File: src/rtl/core/modbus_frame_crc_checker_core_defines.svh
// Assertion macros shared by the frame checker RTL.
// No dependencies; included by the modules that check their own logic.
`ifndef MODBUS_FRAME_CRC_CHECKER_CORE_DEFINES_SVH
`define MODBUS_FRAME_CRC_CHECKER_CORE_DEFINES_SVH
`ifndef SYNTHESIS
`define MFCC_ASSERT(label, clk, rst_n, cond) \
	label: assert property (@(posedge clk) disable iff (!rst_n) (cond)) \
		else $error("assertion failed");
`define MFCC_ASSERT_IMPL(label, clk, rst_n, pre, post) \
	label: assert property (@(posedge clk) disable iff (!rst_n) (pre) |-> (post)) \
		else $error("assertion failed");
`define MFCC_ASSERT_NEXT(label, clk, rst_n, pre, post) \
	label: assert property (@(posedge clk) disable iff (!rst_n) (pre) |=> (post)) \
		else $error("assertion failed");
`else
`define MFCC_ASSERT(label, clk, rst_n, cond)
`define MFCC_ASSERT_IMPL(label, clk, rst_n, pre, post)
`define MFCC_ASSERT_NEXT(label, clk, rst_n, pre, post)
`endif
`endif

File: src/rtl/core/mfcc_pkg.sv
// Types, constants and the CRC-16 byte update for the frame checker.
// No dependencies; used by every module of the core.
package mfcc_pkg;

	localparam logic [15:0] CRC_INIT = 16'hFFFF;
	localparam logic [15:0] CRC_POLY = 16'hA001;

	typedef enum logic {
		OP_BYTE = 1'b0,
		OP_EOF  = 1'b1
	} op_e_t;

	typedef struct packed {
		op_e_t      op;
		logic [7:0] data;
	} item_t;

	typedef struct packed {
		logic [15:0] crc_value;
		logic [7:0]  frame_length;
		logic        frame_ok;
	} result_t;

	// Reflected CRC-16, one byte: eight shift/xor steps on 16 bits.
	function automatic logic [15:0] crc_fold(input logic [15:0] crc, input logic [7:0] b);
		logic [15:0] c;
		c = crc ^ {8'h00, b};
		for (int k = 0; k < 8; k++) begin
			c = c[0] ? ((c >> 1) ^ CRC_POLY) : (c >> 1);
		end
		return c;
	endfunction

endpackage

File: src/rtl/core/mfcc_front.sv
// Input stage: takes beats, tags each as a data byte or an end of frame.
// Depends on mfcc_pkg; feeds mfcc_queue.
module mfcc_front (
	input  logic                clk,
	input  logic                arst_n,
	input  logic                s_tvalid,
	output logic                s_tready,
	input  logic [7:0]          s_tdata,  // data_byte[7:0]
	input  logic                s_tuser,  // func: 0 byte, 1 end of frame
	output logic                push,
	output mfcc_pkg::item_t     push_item,
	input  logic                q_ready
);

	logic            valid_s1;
	mfcc_pkg::item_t item_s1;

	assign push      = valid_s1;
	assign push_item = item_s1;
	assign s_tready  = !valid_s1 || q_ready;

	always_ff @(posedge clk or negedge arst_n) begin
		if (!arst_n) begin
			valid_s1 <= 1'b0;
		end else if (s_tready) begin
			valid_s1 <= s_tvalid;
		end
	end

	always_ff @(posedge clk) begin
		if (s_tvalid && s_tready) begin
			if (s_tuser) begin
				item_s1.op   <= mfcc_pkg::OP_EOF;
				item_s1.data <= 8'h00;
			end else begin
				item_s1.op   <= mfcc_pkg::OP_BYTE;
				item_s1.data <= s_tdata;
			end
		end
	end

endmodule

File: src/rtl/core/mfcc_queue.sv
// Short FIFO of classified items between the input stage and the checker.
// Depends on mfcc_pkg and the assertion macro header.
`include "modbus_frame_crc_checker_core_defines.svh"
module mfcc_queue #(
	parameter int DEPTH = 4
) (
	input  logic            clk,
	input  logic            arst_n,
	input  logic            push,
	input  mfcc_pkg::item_t push_item,
	output logic            q_ready,
	output logic            pop_valid,
	output mfcc_pkg::item_t pop_item,
	input  logic            pop
);

	localparam int PTR_W = (DEPTH > 1) ? $clog2(DEPTH) : 1;
	localparam int CNT_W = $clog2(DEPTH + 1);
	localparam logic [PTR_W-1:0] LAST_PTR = PTR_W'(DEPTH - 1);
	localparam logic [CNT_W-1:0] FULL_CNT = CNT_W'(DEPTH);

	mfcc_pkg::item_t  mem_q [DEPTH];
	logic [PTR_W-1:0] wr_ptr_q;
	logic [PTR_W-1:0] rd_ptr_q;
	logic [CNT_W-1:0] count_q;
	logic             do_push;
	logic             do_pop;

	assign q_ready   = (count_q != FULL_CNT);
	assign pop_valid = (count_q != '0);
	assign pop_item  = mem_q[rd_ptr_q];
	assign do_push   = push && q_ready;
	assign do_pop    = pop && pop_valid;

	always_ff @(posedge clk or negedge arst_n) begin
		if (!arst_n) begin
			wr_ptr_q <= '0;
			rd_ptr_q <= '0;
			count_q  <= '0;
		end else begin
			if (do_push) begin
				wr_ptr_q <= (wr_ptr_q == LAST_PTR) ? '0 : wr_ptr_q + 1'b1;
			end
			if (do_pop) begin
				rd_ptr_q <= (rd_ptr_q == LAST_PTR) ? '0 : rd_ptr_q + 1'b1;
			end
			case ({do_push, do_pop})
				2'b10:   count_q <= count_q + 1'b1;
				2'b01:   count_q <= count_q - 1'b1;
				default: count_q <= count_q;
			endcase
		end
	end

	always_ff @(posedge clk) begin
		if (do_push) begin
			mem_q[wr_ptr_q] <= push_item;
		end
	end

	`MFCC_ASSERT(a_count_bound, clk, arst_n, count_q <= FULL_CNT)
	`MFCC_ASSERT_IMPL(a_no_pop_empty, clk, arst_n, pop, count_q != '0)
	`MFCC_ASSERT_NEXT(a_push_counts, clk, arst_n, do_push && !do_pop, count_q == $past(count_q) + 1'b1)

endmodule

File: src/rtl/core/mfcc_back.sv
// Frame state: running CRC, two held-back bytes, byte count, result register.
// Depends on mfcc_pkg and the assertion macro header.
`include "modbus_frame_crc_checker_core_defines.svh"
module mfcc_back #(
	parameter int MAX_FRAME = 128
) (
	input  logic            clk,
	input  logic            arst_n,
	input  logic            pop_valid,
	input  mfcc_pkg::item_t pop_item,
	output logic            pop,
	output logic            m_tvalid,
	input  logic            m_tready,
	output logic [31:0]     m_tdata  // frame_ok[0], frame_length[8:1], crc_value[24:9]
);

	localparam logic [7:0] MAX_CNT = 8'(MAX_FRAME);

	logic [15:0]       crc_q;
	logic [7:0]        older_q;
	logic [7:0]        newer_q;
	logic [7:0]        count_q;
	logic              out_valid_q;
	mfcc_pkg::result_t out_q;

	logic              is_eof;
	logic              slot_free;
	logic [15:0]       crc_sel;
	logic              ok;
	mfcc_pkg::result_t res;

	assign is_eof    = (pop_item.op == mfcc_pkg::OP_EOF);
	assign slot_free = !out_valid_q || m_tready;
	assign pop       = pop_valid && (!is_eof || slot_free);

	always_comb begin
		// two-byte frame: the CRC covers the first byte alone
		crc_sel = (count_q == 8'd2) ? mfcc_pkg::crc_fold(mfcc_pkg::CRC_INIT, older_q) : crc_q;
		if (count_q == 8'd1) begin
			crc_sel = mfcc_pkg::CRC_INIT;
			ok      = 1'b0;
		end else begin
			ok = (older_q == crc_sel[7:0]) && (newer_q == crc_sel[15:8]);
		end
		res.frame_ok     = ok;
		res.frame_length = ok ? count_q : 8'd0;
		res.crc_value    = crc_sel;
	end

	always_ff @(posedge clk or negedge arst_n) begin
		if (!arst_n) begin
			crc_q       <= mfcc_pkg::CRC_INIT;
			older_q     <= 8'h00;
			newer_q     <= 8'h00;
			count_q     <= 8'd0;
			out_valid_q <= 1'b0;
		end else begin
			if (pop && is_eof && count_q != 8'd0) begin
				out_valid_q <= 1'b1;
			end else if (m_tready) begin
				out_valid_q <= 1'b0;
			end
			if (pop) begin
				if (is_eof) begin
					crc_q   <= mfcc_pkg::CRC_INIT;
					older_q <= 8'h00;
					newer_q <= 8'h00;
					count_q <= 8'd0;
				end else if (count_q < MAX_CNT) begin
					if (count_q >= 8'd2) begin
						crc_q <= mfcc_pkg::crc_fold(crc_q, older_q);
					end
					older_q <= newer_q;
					newer_q <= pop_item.data;
					count_q <= count_q + 8'd1;
				end
			end
		end
	end

	always_ff @(posedge clk) begin
		if (pop && is_eof && count_q != 8'd0) begin
			out_q <= res;
		end
	end

	assign m_tvalid = out_valid_q;
	assign m_tdata  = {7'd0, out_q};

	`MFCC_ASSERT(a_count_max, clk, arst_n, count_q <= MAX_CNT)
	`MFCC_ASSERT_NEXT(a_eof_clears, clk, arst_n, pop && is_eof, count_q == 8'd0 && crc_q == mfcc_pkg::CRC_INIT)
	`MFCC_ASSERT_NEXT(a_eof_reports, clk, arst_n, pop && is_eof && count_q != 8'd0, m_tvalid)

endmodule

File: src/rtl/core/modbus_frame_crc_checker_core.sv
// Modbus RTU frame checker: CRC-16 (0xA001, init 0xFFFF) over a byte stream.
// Throughput: one beat per cycle, bytes and end-of-frame alike, unless an
// unread result holds back an end of frame. The CRC byte update is a single
// XOR network in the checker stage. An end-of-frame beat passes the input
// register and the queue, then the result register once the slot is free.
// Reset: asynchronous; clears the queue, the result slot and the frame state.
module modbus_frame_crc_checker_core #(
	parameter int MAX_FRAME   = 128,
	parameter int QUEUE_DEPTH = 4
) (
	input  logic        clk,
	input  logic        arst_n,
	input  logic        s_tvalid,
	output logic        s_tready,
	input  logic [7:0]  s_tdata,  // data_byte[7:0]
	input  logic        s_tuser,  // func: 0 byte, 1 end of frame
	output logic        m_tvalid,
	input  logic        m_tready,
	output logic [31:0] m_tdata   // frame_ok[0], frame_length[8:1], crc_value[24:9]
);

	logic            push;
	mfcc_pkg::item_t push_item;
	logic            q_ready;
	logic            pop_valid;
	mfcc_pkg::item_t pop_item;
	logic            pop;

	mfcc_front u_front (
		.clk       (clk),
		.arst_n    (arst_n),
		.s_tvalid  (s_tvalid),
		.s_tready  (s_tready),
		.s_tdata   (s_tdata),
		.s_tuser   (s_tuser),
		.push      (push),
		.push_item (push_item),
		.q_ready   (q_ready)
	);

	mfcc_queue #(
		.DEPTH (QUEUE_DEPTH)
	) u_queue (
		.clk       (clk),
		.arst_n    (arst_n),
		.push      (push),
		.push_item (push_item),
		.q_ready   (q_ready),
		.pop_valid (pop_valid),
		.pop_item  (pop_item),
		.pop       (pop)
	);

	mfcc_back #(
		.MAX_FRAME (MAX_FRAME)
	) u_back (
		.clk       (clk),
		.arst_n    (arst_n),
		.pop_valid (pop_valid),
		.pop_item  (pop_item),
		.pop       (pop),
		.m_tvalid  (m_tvalid),
		.m_tready  (m_tready),
		.m_tdata   (m_tdata)
	);

endmodule

File: config.mk
export PLATFORM = sky130hd
export DESIGN_NAME = modbus_frame_crc_checker_core
export DESIGN_NICKNAME = d
export VERILOG_FILES = /design/src/rtl/core/mfcc_pkg.sv /design/src/rtl/core/mfcc_front.sv /design/src/rtl/core/mfcc_queue.sv /design/src/rtl/core/mfcc_back.sv /design/src/rtl/core/modbus_frame_crc_checker_core.sv
export VERILOG_INCLUDE_DIRS = /design/src /design/src/rtl/core
export SDC_FILE = /design/constraint.sdc
export NUM_CORES = 1
export LEC_CHECK = 0
export ABC_AREA = 1
export BUFFER_PORTS_ARGS = -buffer_cell sky130_fd_sc_hd__buf_2
export CAP_MARGIN = 20
export CELL_PAD_IN_SITES_DETAIL_PLACEMENT = 1
export CELL_PAD_IN_SITES_GLOBAL_PLACEMENT = 1
export CORE_MARGIN = 3
export CORE_UTILIZATION = 47
export DETAILED_ROUTE_END_ITERATION = 6
export PLACE_DENSITY_LB_ADDON = 0.25
export SETUP_SLACK_MARGIN = 0.02
export SLEW_MARGIN = 20
export SYNTH_ARGS = -nofsm -noshare
export SYNTH_HDL_FRONTEND = slang
export SYNTH_SLANG_ARGS = --single-unit
File: constraint.sdc
create_clock -name clk -period 3.6 [get_ports clk]
set_clock_uncertainty 0.15 [all_clocks]
set_input_delay 0.36 -clock clk [delete_from_list [all_inputs] [get_ports clk]]
set_output_delay 0.36 -clock clk [all_outputs]
set_load 0.01 [all_outputs]
Word level (Yosys, flattened, before mapping)
Memories as Yosys holds them, arrays and structs flattened.
Cells that the tools add are included.

word-level totals
  output and inout bits = 34
  RAM bits = 36
  word-level logic and storage cells = 105
  memories = 1
  flip-flop bits (word level) = 83
  input port bits = 13

operators by class
  reduce and logical (&&, ||, !) cells = 21
  eq/ne operators = 9
  bitwise gates (word level) = 18
  $add $sub $neg = 5
  muxes and demuxes = 35
  order comparisons = 2

memories
  name           depth  width  rd ports  clocked after memory_dff  wr ports  line              source
  u_queue.mem_q  4      9      1         0                         1         mfcc_queue.sv:22  mfcc_pkg::item_t mem_q [DEPTH];

operator list
  kind                                                                    number
  16-bit two-way mux                                                      20
  8-bit two-way mux                                                       6
  2-bit NOT with 3-bit output                                             16
  8-bit == test                                                           2
  8-bit NOT with 16-bit output                                            1
  16-bit by 8-bit bitwise XOR with 16-bit output                          1
  9-bit two-way mux                                                       1
  8-bit by 1-bit adder with 8-bit output (second input constant)          1
  8-bit by 1-bit == test with 1-bit output (second input constant)        1
  8-bit by 2-bit == test with 1-bit output (second input constant)        1
  8-bit by 2-bit >= comparator with 1-bit output (second input constant)  1
  8-bit less-than comparator (second input constant)                      1
  2-bit nonzero test                                                      4
  8-bit nonzero test                                                      1
  1-bit logical AND                                                       7
  2-bit == test (second input constant)                                   3
  3-bit one-hot mux with 2 select lines                                   1
  1-bit two-way mux                                                       5
  2-bit by 1-bit adder with 2-bit output (second input constant)          2
  2-bit two-way mux                                                       2
  3-bit by 1-bit adder with 3-bit output (second input constant)          1
  1-bit logical NOT                                                       3
  1-bit logical OR                                                        3
  3-bit inequality test (second input constant)                           1
  5 further kinds                                                         5

Longest topological paths before layout
Gate-level depths: netlist of run 1.

  depth in word-level cells = 21
  mapped depth = 16
  gate-level depth less buffers = 15

By module
A second synthesis of run 1 with hierarchy kept.

second synthesis, totals
  cell total of the unflattened synthesis = 659
  area, all modules = 6063.3 um^2

modules (own cells, without submodules)
  module      seq. area each (um^2)  area an instance (um^2)  instances  cells each
  mfcc_back   1796.7                 3693.5                   1          464
  mfcc_queue  1256.2                 1983.2                   1          163
  mfcc_front  295.3                  386.6                    1          32

Worst setup path after synthesis of run 1
No wires, ideal clock.

  kind = reg2reg
  start = reg u_queue.rd_ptr_q[0]
  end = reg u_back.out_q (netlist bit u_back.m_tdata[0]), enable pin
  data arrival time = 2324 ps
  clock period less this slack = 2881 ps
  slack = 719 ps
  data required time = 3043 ps
  stages on the path, launching flop included = 10
  library setup time = 407 ps
  buffers on the path = 1
  cell sequence = dfrtp_1 -> buf_2 -> nand2_1 -> nand3_1 -> and2_1 -> nand2_1 -> nand2_1 -> inv_2 -> nand2_1 -> nor2_1

on the way
  word-level cells in the longest chain between the ends = 6

ends and longest elaborated chain
  item                                line              source
  from (decl)                         mfcc_queue.sv:24  logic [PTR_W-1:0] rd_ptr_q;
  from (signal assigned)              mfcc_queue.sv:45  rd_ptr_q <= (rd_ptr_q == LAST_PTR) ? '0 : rd_ptr_q + 1'b1;
  memory read 4 x 9 bit (*)           -
  1-bit logical NOT                   mfcc_back.sv:34   assign pop = pop_valid && (!is_eof || slot_free);
  1-bit logical OR                    mfcc_back.sv:34
  1-bit logical AND                   mfcc_back.sv:34
  1-bit logical AND (*) (2 in a row)  mfcc_back.sv:82   if (pop && is_eof && count_q != 8'd0) begin
  to (signal assigned)                mfcc_back.sv:83   out_q <= res;
  to (decl)                           mfcc_back.sv:24   mfcc_pkg::result_t out_q;

Every way passes the cells marked *; elsewhere a longest branch is shown, timed or not.
A chain may end at the register's enable or synchronous reset.

Worst setup path after layout of run 1
  start = reg u_queue.rd_ptr_q[1]
  end = reg u_queue.count_q[2]

on the way
  word-level cells in the longest chain between the ends = 7
  elaborated cells on any way between the ends = 9
  those cells by class = eq/ne: 2; mux: 1; reduce/logical: 5; memory: 1

ends and longest elaborated chain
  item                                                                                line              source
  memory read 4 x 9 bit (*)                                                           -
  1-bit logical NOT (*)                                                               mfcc_back.sv:34
  1-bit logical OR (*)                                                                mfcc_back.sv:34
  1-bit logical AND (*)                                                               mfcc_back.sv:34
  1-bit logical AND (*)                                                               mfcc_queue.sv:33  assign do_pop = pop && pop_valid;
  net u_queue.do_pop                                                                  mfcc_queue.sv:27  logic do_pop;
  2-bit by 1-bit == test with 1-bit output / 2-bit == test (equally long branches)    mfcc_queue.sv:47  case ({do_push, do_pop})
  3-bit one-hot mux with 2 select lines / 2-bit nonzero test (equally long branches)  -
  to (signal assigned)                                                                mfcc_queue.sv:48  2'b10: count_q <= count_q + 1'b1;
  to (signal assigned)                                                                mfcc_queue.sv:49  2'b01: count_q <= count_q - 1'b1;
  to (signal assigned)                                                                mfcc_queue.sv:50  default: count_q <= count_q;
  to (decl)                                                                           mfcc_queue.sv:25  logic [CNT_W-1:0] count_q;

Mark *: on every way through the listed nets, which the timed path passes. The rest lies on a longest branch.

==> impl_results.md, run 1 <==
* Max-cap viol count at 0
* Post-synth top flop: edfxtp_1
* CP Cell Sequence: inv_1 -> nand3_1 -> and2_1 -> nand2_1 -> nand2_1 -> inv_2 -> ha_1 -> inv_1 -> fa_1 -> a21oi_1 -> o21ai_0 -> xor2_1
* # diodes at 0
* Worst EP arrival at 2.96 ns
* CTS Root Cell: clkbuf_16
* Initial antenna violation count at 0
* I/O pin count at 47
* Max-slew violations at 0
* Die Ht at 116.7 um
* Yosys top cell by area: edfxtp_1
* Fin. Hold Viols at 0
* # rows at 39
* Layout cells sized above 1 at 0.1528
* Yosys top cell area share at 0.3647
* Via count at 4371
* Skew-Pair Late Insertion Delay at 0.42 ns
* Avg WL per Cell at 18.27 um
* Yosys cell types at 39
* Worst min-delay path category: input pin to flop
* Synth Cell Area at 5764 um^2
* Element type at the critical path end: flop
* Slew at the pin closest to its max-slew limit at 0.9187 ns
* Placed cells at 772
* Grt peak-use layer: met2
* Synth Instances at 603
* WL final at 14.69 mm
* CP max stage cell: dfrtp_1
* RSZ-0062 raised after global routing: no
* # fillers at 1329
* Clock-pin slew on the worst setup and hold paths at 0.06 ns
* Synth cell count leaders: nand2_1, inv_1, edfxtp_1
* Worst setup path class: flop to flop
* Port bufs at 39
* Most frequent cell after synthesis: nand2_1
* Final TNS setup at 0 ns
* Post-synth ARST share at 0.4118
* Cts bufs inserted at 17
* Startpoint Class: flop
* Fin crit share at 0.7819
* Drt pass-1 iters at 4
* Layout Cells excl Fill at 804
* Die W at 116.7 um
* Post-CTS Resized at 0
* Placed Area at 6062 um^2
* Antenna viol nets, final at 0
* Setup Buffers After CTS at 0
* Maximum clock rate at 355.3 MHz
* Register area share after synthesis at 0.5809
* Area of the multi-input gates at 1998 um^2
* Grt ovf at 0
* Met2 Usage GRT at 0.4126
* Area grow syn2layout at 15.22%
* PD cells at 1089 nW/um^2
* Final instance area at 6641 um^2
* Met1 Usage GRT at 0.2687
* Peak supply drop at 0.4797 mV
* Post-layout min period at 2.815 ns
* Count of clock tree sinks at 119
* Vias per cell at 5.437
* Starting Density at 0.4922
* Sequential Area at 3348 um^2
* Synth warn at 0
* Pleak at 2.946 nW
* Initial DRC count at 277
* Core box area at 11710 um^2
* WP data required at 3.74 ns
* Setup-failing EPs final at 0
* Largest net degree at the start of global routing at 38
* Top post-synthesis cells by area: edfxtp_1, dfrtp_1, nand2_1
* Slowest stage delay, CP at 0.44 ns
* Syn Area/Cell at 9.559 um^2
* Outcome: finished, final reports clean
* HPWL after DPL at 10.36 mm
* Flops & latches, synth at 119
* Clock tree buffer depth at 2
* Grt met3 use at 0.06010
* Worst-path fanout max at 16
* Core Util, Final at 0.5671
* Drt drc at 0
* Gpl congestion at 0.8475
* Worst slew margin at 0.3853
* CTS tree: yes
* Vias in the first global route at 4767
* Tot GR Track Use at 0.2344
* Depth of the CTS H-tree at 4
* Die area at 13630 um^2
* First-pass GRT wire length at 24.22 mm
* Post-synth EDFFs at 70
* # nets final at 673
sequential cells by signal, indices dropped and copies added, names as in the netlist:
name               count
u_back.count_q         8
u_back.crc_q          16
u_back.m_tdata        25
u_back.m_tvalid        1
u_back.newer_q         8
u_back.older_q         8
u_front.push           1
u_front.push_item      9
u_queue.count_q        3
u_queue.mem_q         36
u_queue.rd_ptr_q       2
u_queue.wr_ptr_q       2
critical path, delay by kind of cell (launching register included):
| kind | cells | cell delay (ns) |
|---|---|---|
| and+or+nand+nor | 4 | 0.52 |
| adders and majority gates | 2 | 0.56 |
| buffers and inverters | 3 | 0.60 |
| xor gates and xnor gates | 1 | 0.15 |
| AOI/OAI and AO/OA | 2 | 0.26 |
| DFF | 1 | 0.44 |
metrics by stage:
step | power, mW | setup WS [ns] | hold slack [ns]
global route | 7.802 | 0.5837 | 0.03926
CTS | 7.271 | 0.7812 | 0.02619
floorplan | 4.607 | 0.7192 | -0.08559
finish | 7.232 | 0.7851 | 0.02690
global placement | 5.358 | 0.9711 | 0.3157
detailed placement | 5.528 | 0.8596 | 0.3526
layout make-up:
type	instances	share of cell area
sequential	119	0.5041
multi-input combinational	386	0.3009
clock buffer	20	0.06575
inverter	79	0.04465
timing repair buffer	46	0.03768
tap	143	0.02694
clock inverter	11	0.01997
final timing paths:
kind / slack (ns) / cells past startpoint / to / start
min in group asynchronous: 0.45 / 2 / u_back.newer_q[3] / arst_n
max in group asynchronous: 2.12 / 3 / u_back.count_q[4] / arst_n
setup / recovery: 0.79 / 12 / u_queue.count_q[2] / u_queue.rd_ptr_q[1]
setup reg to reg: 0.79 / 12 / u_queue.count_q[2] / u_queue.rd_ptr_q[1]
hold / removal: 0.03 / 2 / u_back.m_tvalid / m_tready
hold reg to reg: 0.36 / 0 / u_queue.mem_q[1][4] / u_front.push_item[4]
power breakdown:
group	switching [mW]	internal, mW
Combinational	2.14	1.02
Sequential	0.331	2.07
Clock	0.595	1.07
Total	3.06	4.17
layer usage:
metal | wire (um) | share of wire | vias to the layer above
li1 | - | - | 2079
met1 | 6037 | 0.41 | 2159
met2 | 7624 | 0.52 | 99
met3 | 586 | 0.040 | 34
met4 | 438 | 0.030 | 0
met5 | 0 | 0 | -
logic make-up (layout without fill, tap and decap cells):
kind of cell,Yosys count,after routing,synth area share
AND/OR/NAND/NOR,266,266,0.1919
flip-flops,119,119,0.5809
buffers and inverters,104,156,0.07684
AO/OA/AOI/OAI,81,81,0.09030
XOR/XNOR,21,21,0.03430
adder cells (fa/ha/maj),11,11,0.02518
other,1,7,0.0006506
repair_timing:
item                                    CTS  global route
endpoints found under the setup margin    0             0
endpoints found under the hold margin    20             0
hold buffers                              1             0
layout by cell type, fill, tap and decap left out, types with 3 or more instances in the layout:
cell | Yosys | final
a21oi_1 | 16 | 16
a22oi_1 | 5 | 5
a32o_1 | 8 | 8
a32oi_1 | 5 | 5
buf_2 | 9 | 39
buf_4 | 7 | 6
bufinv_16 | 0 | 3
clkbuf_1 | 6 | 3
clkbuf_16 | 0 | 17
clkinv_2 | 0 | 4
conb_1 | 1 | 7
dfrtp_1 | 33 | 33
dfstp_2 | 16 | 16
edfxtp_1 | 70 | 70
ha_1 | 10 | 10
inv_1 | 76 | 76
inv_2 | 3 | 3
nand2_1 | 161 | 161
nand3_1 | 39 | 39
nand4_1 | 3 | 3
nor2_1 | 49 | 48
nor3_1 | 6 | 6
o21ai_0 | 20 | 20
o21ai_1 | 3 | 3
o21ai_2 | 4 | 4
o22ai_1 | 17 | 17
xnor2_1 | 7 | 7
xor2_1 | 13 | 13
Power figures use the tool's default switching activity.
==> run 2, diff against run 1 <==
clock period = 2.8 ns   (was 3.6 ns; I/O delays follow)
==> run 2 against run 1 <==
Via count up 1.5%. First-iteration DRC count fell by 27%. Largest power group unchanged. Die area did not move. Power grew 33%. Critical endpoint unchanged. Highest routed layer unchanged.
==> impl_results.md, run 2 (same netlist as run 1, synthesis figures left out) <==
* CTS Root Cell: clkbuf_16
* Vias per cell at 5.403
* Max-slew violations at 0
* Count of clock tree sinks at 119
* Worst slew margin at 0.3642
* HPWL after DPL at 10.19 mm
* Initial antenna violation count at 0
* WP buf/inv at 3
* Final instance area at 6842 um^2
* Initial DRC count at 203
* Element type at the critical path end: flop
* Fin worst setup slack at 0.2087 ns
* First-pass GRT wire length at 24.47 mm
* Peak supply drop at 0.6005 mV
* Die W at 116.7 um
* Delay-heaviest family, CP: adder cells
* Leading cell type in the layout, fill and taps excluded: nand2_1
* Hold Path Cell Cnt at 3
* Worst min-delay path category: input pin to flop
* Depth of the CTS H-tree at 4
* Fin. Hold Viols at 0
* PD cells at 1411 nW/um^2
* Fin crit share at 0.9255
* Vias in the first global route at 4815
* Drt drc at 0
* Max-cap viol count at 0
* Commonest non-fill, non-tap cells in the layout: nand2_1, inv_1, edfxtp_1, nor2_1, nand3_1
* Skew-Pair Late Insertion Delay at 0.42 ns
* Largest net degree at the start of global routing at 43
* Port bufs at 39
* Worst EP arrival at 2.73 ns
* Most flops, register: u_queue.mem_q
* # nets final at 689
* Tot GR Track Use at 0.2363
* RSZ-0062 raised after global routing: no
* # rows at 39
* Outcome: finished, final reports clean
* Sequential Area at 3349 um^2
* Post-layout min period at 2.591 ns
* Core box area at 11710 um^2
* Placement Setup Slack at 0.1995 ns
* Gpl congestion at 0.8910
* Placed Area at 6115 um^2
* Pwr Total at 9.651 mW
* Slowest stage delay, CP at 0.44 ns
* Layout cells sized above 1 at 0.1681
* Die Ht at 116.7 um
* Area of the multi-input gates at 2039 um^2
* # diodes at 0
* CTS tree: yes
* Maximum clock rate at 385.9 MHz
* Clock tree buffer depth at 2
* Startpoint Class: flop
* R2R cell count at 12
* Worst-path fanout max at 8
* WP data required at 2.94 ns
* Avg WL per Cell at 18.44 um
* Area grow syn2layout at 18.69%
* # fillers at 1312
* Grt ovf at 0
* Via count at 4436
* Starting Density at 0.4922
* Clock-pin slew on the worst setup and hold paths at 0.06 ns
* Max reg flops at 36
* Drt pass-1 iters at 4
* Die area at 13630 um^2
* Worst setup path class: flop to flop
* CP Cell Sequence: inv_1 -> nand3_1 -> and2_1 -> nand2_1 -> nand2_1 -> inv_2 -> ha_1 -> inv_1 -> fa_1 -> a21oi_1 -> o21ai_0 -> xor2_1
* Final TNS setup at 0 ns
* CP max stage cell: dfrtp_1
* Pleak at 3.024 nW
* I/O pin count at 47
* Slew at the pin closest to its max-slew limit at 0.9502 ns
* Cts bufs inserted at 17
* Setup-failing EPs final at 0
* Reg2Reg Setup Slack at 0.21 ns
* Antenna viol nets, final at 0
* Setup Buffers After CTS at 0
* WL final at 15.14 mm
* Path length in cells of the critical path at 12
-- run 2: path summary, 6_finish.rpt --
kind,start,to
worst max-delay path,u_queue.rd_ptr_q[1],u_queue.count_q[2]
worst min-delay path,s_tdata[6],u_front.push_item[6]
worst max register to register,u_queue.rd_ptr_q[1],u_queue.count_q[2]
worst min register to register,u_front.push_item[4],u_queue.mem_q[0][4]
max in group asynchronous,arst_n,u_back.crc_q[6]
min in group asynchronous,arst_n,u_back.older_q[5]
-- run 2: area by class of cell --
class | count | area share
clock buffers | 18 | 0.06273
multi-input cells | 389 | 0.2981
repair buffers | 59 | 0.05340
clock inverters | 14 | 0.02670
well taps | 143 | 0.02615
flip-flops and latches | 119 | 0.4896
inverters | 79 | 0.04334
-- run 2: metrics by stage --
| stage | util | instances | hold WS (ns) |
|---|---|---|---|
| after CTS | 0.5803 | 818 | 0.0009963 |
| after floorplan | - | 609 | -0.1656 |
| final | 0.5842 | 821 | 0.01089 |
| after global placement | 0.5221 | 779 | 0.3120 |
| after global routing | 0.5842 | 821 | 0.03166 |
| after detailed placement | 0.5221 | 779 | 0.3422 |
-- run 2: layer usage --
| metal | GRT usage | part of all wire | vias to the layer above |
|---|---|---|---|
| met4 | 0.08869 | 0.022 | 0 |
| li1 | - | - | 2117 |
| met2 | 0.4190 | 0.53 | 98 |
| met3 | 0.05130 | 0.033 | 35 |
| met5 | 0 | 0 | - |
| met1 | 0.2809 | 0.42 | 2186 |
-- run 2: worst min-delay path: stages --
cell	delay, ns
buf_2	0.08
inv_1	0.03
nor2_1	0.07
-- run 2: what timing repair did --
item | 4_1_cts | 5_1_grt
hold buffers | 7 | 0
gates resized for setup | 0 | 4
hold endpoints to repair | 39 | 0
setup endpoints to repair | 0 | 9
-- run 2: power by group --
part | switching (mW) | internal, mW | leakage (nW)
Clock | 0.783 | 1.47 | 0.281
Combinational | 2.89 | 1.41 | 1.50
Sequential | 0.434 | 2.66 | 1.24
Total | 4.10 | 5.55 | 3.02
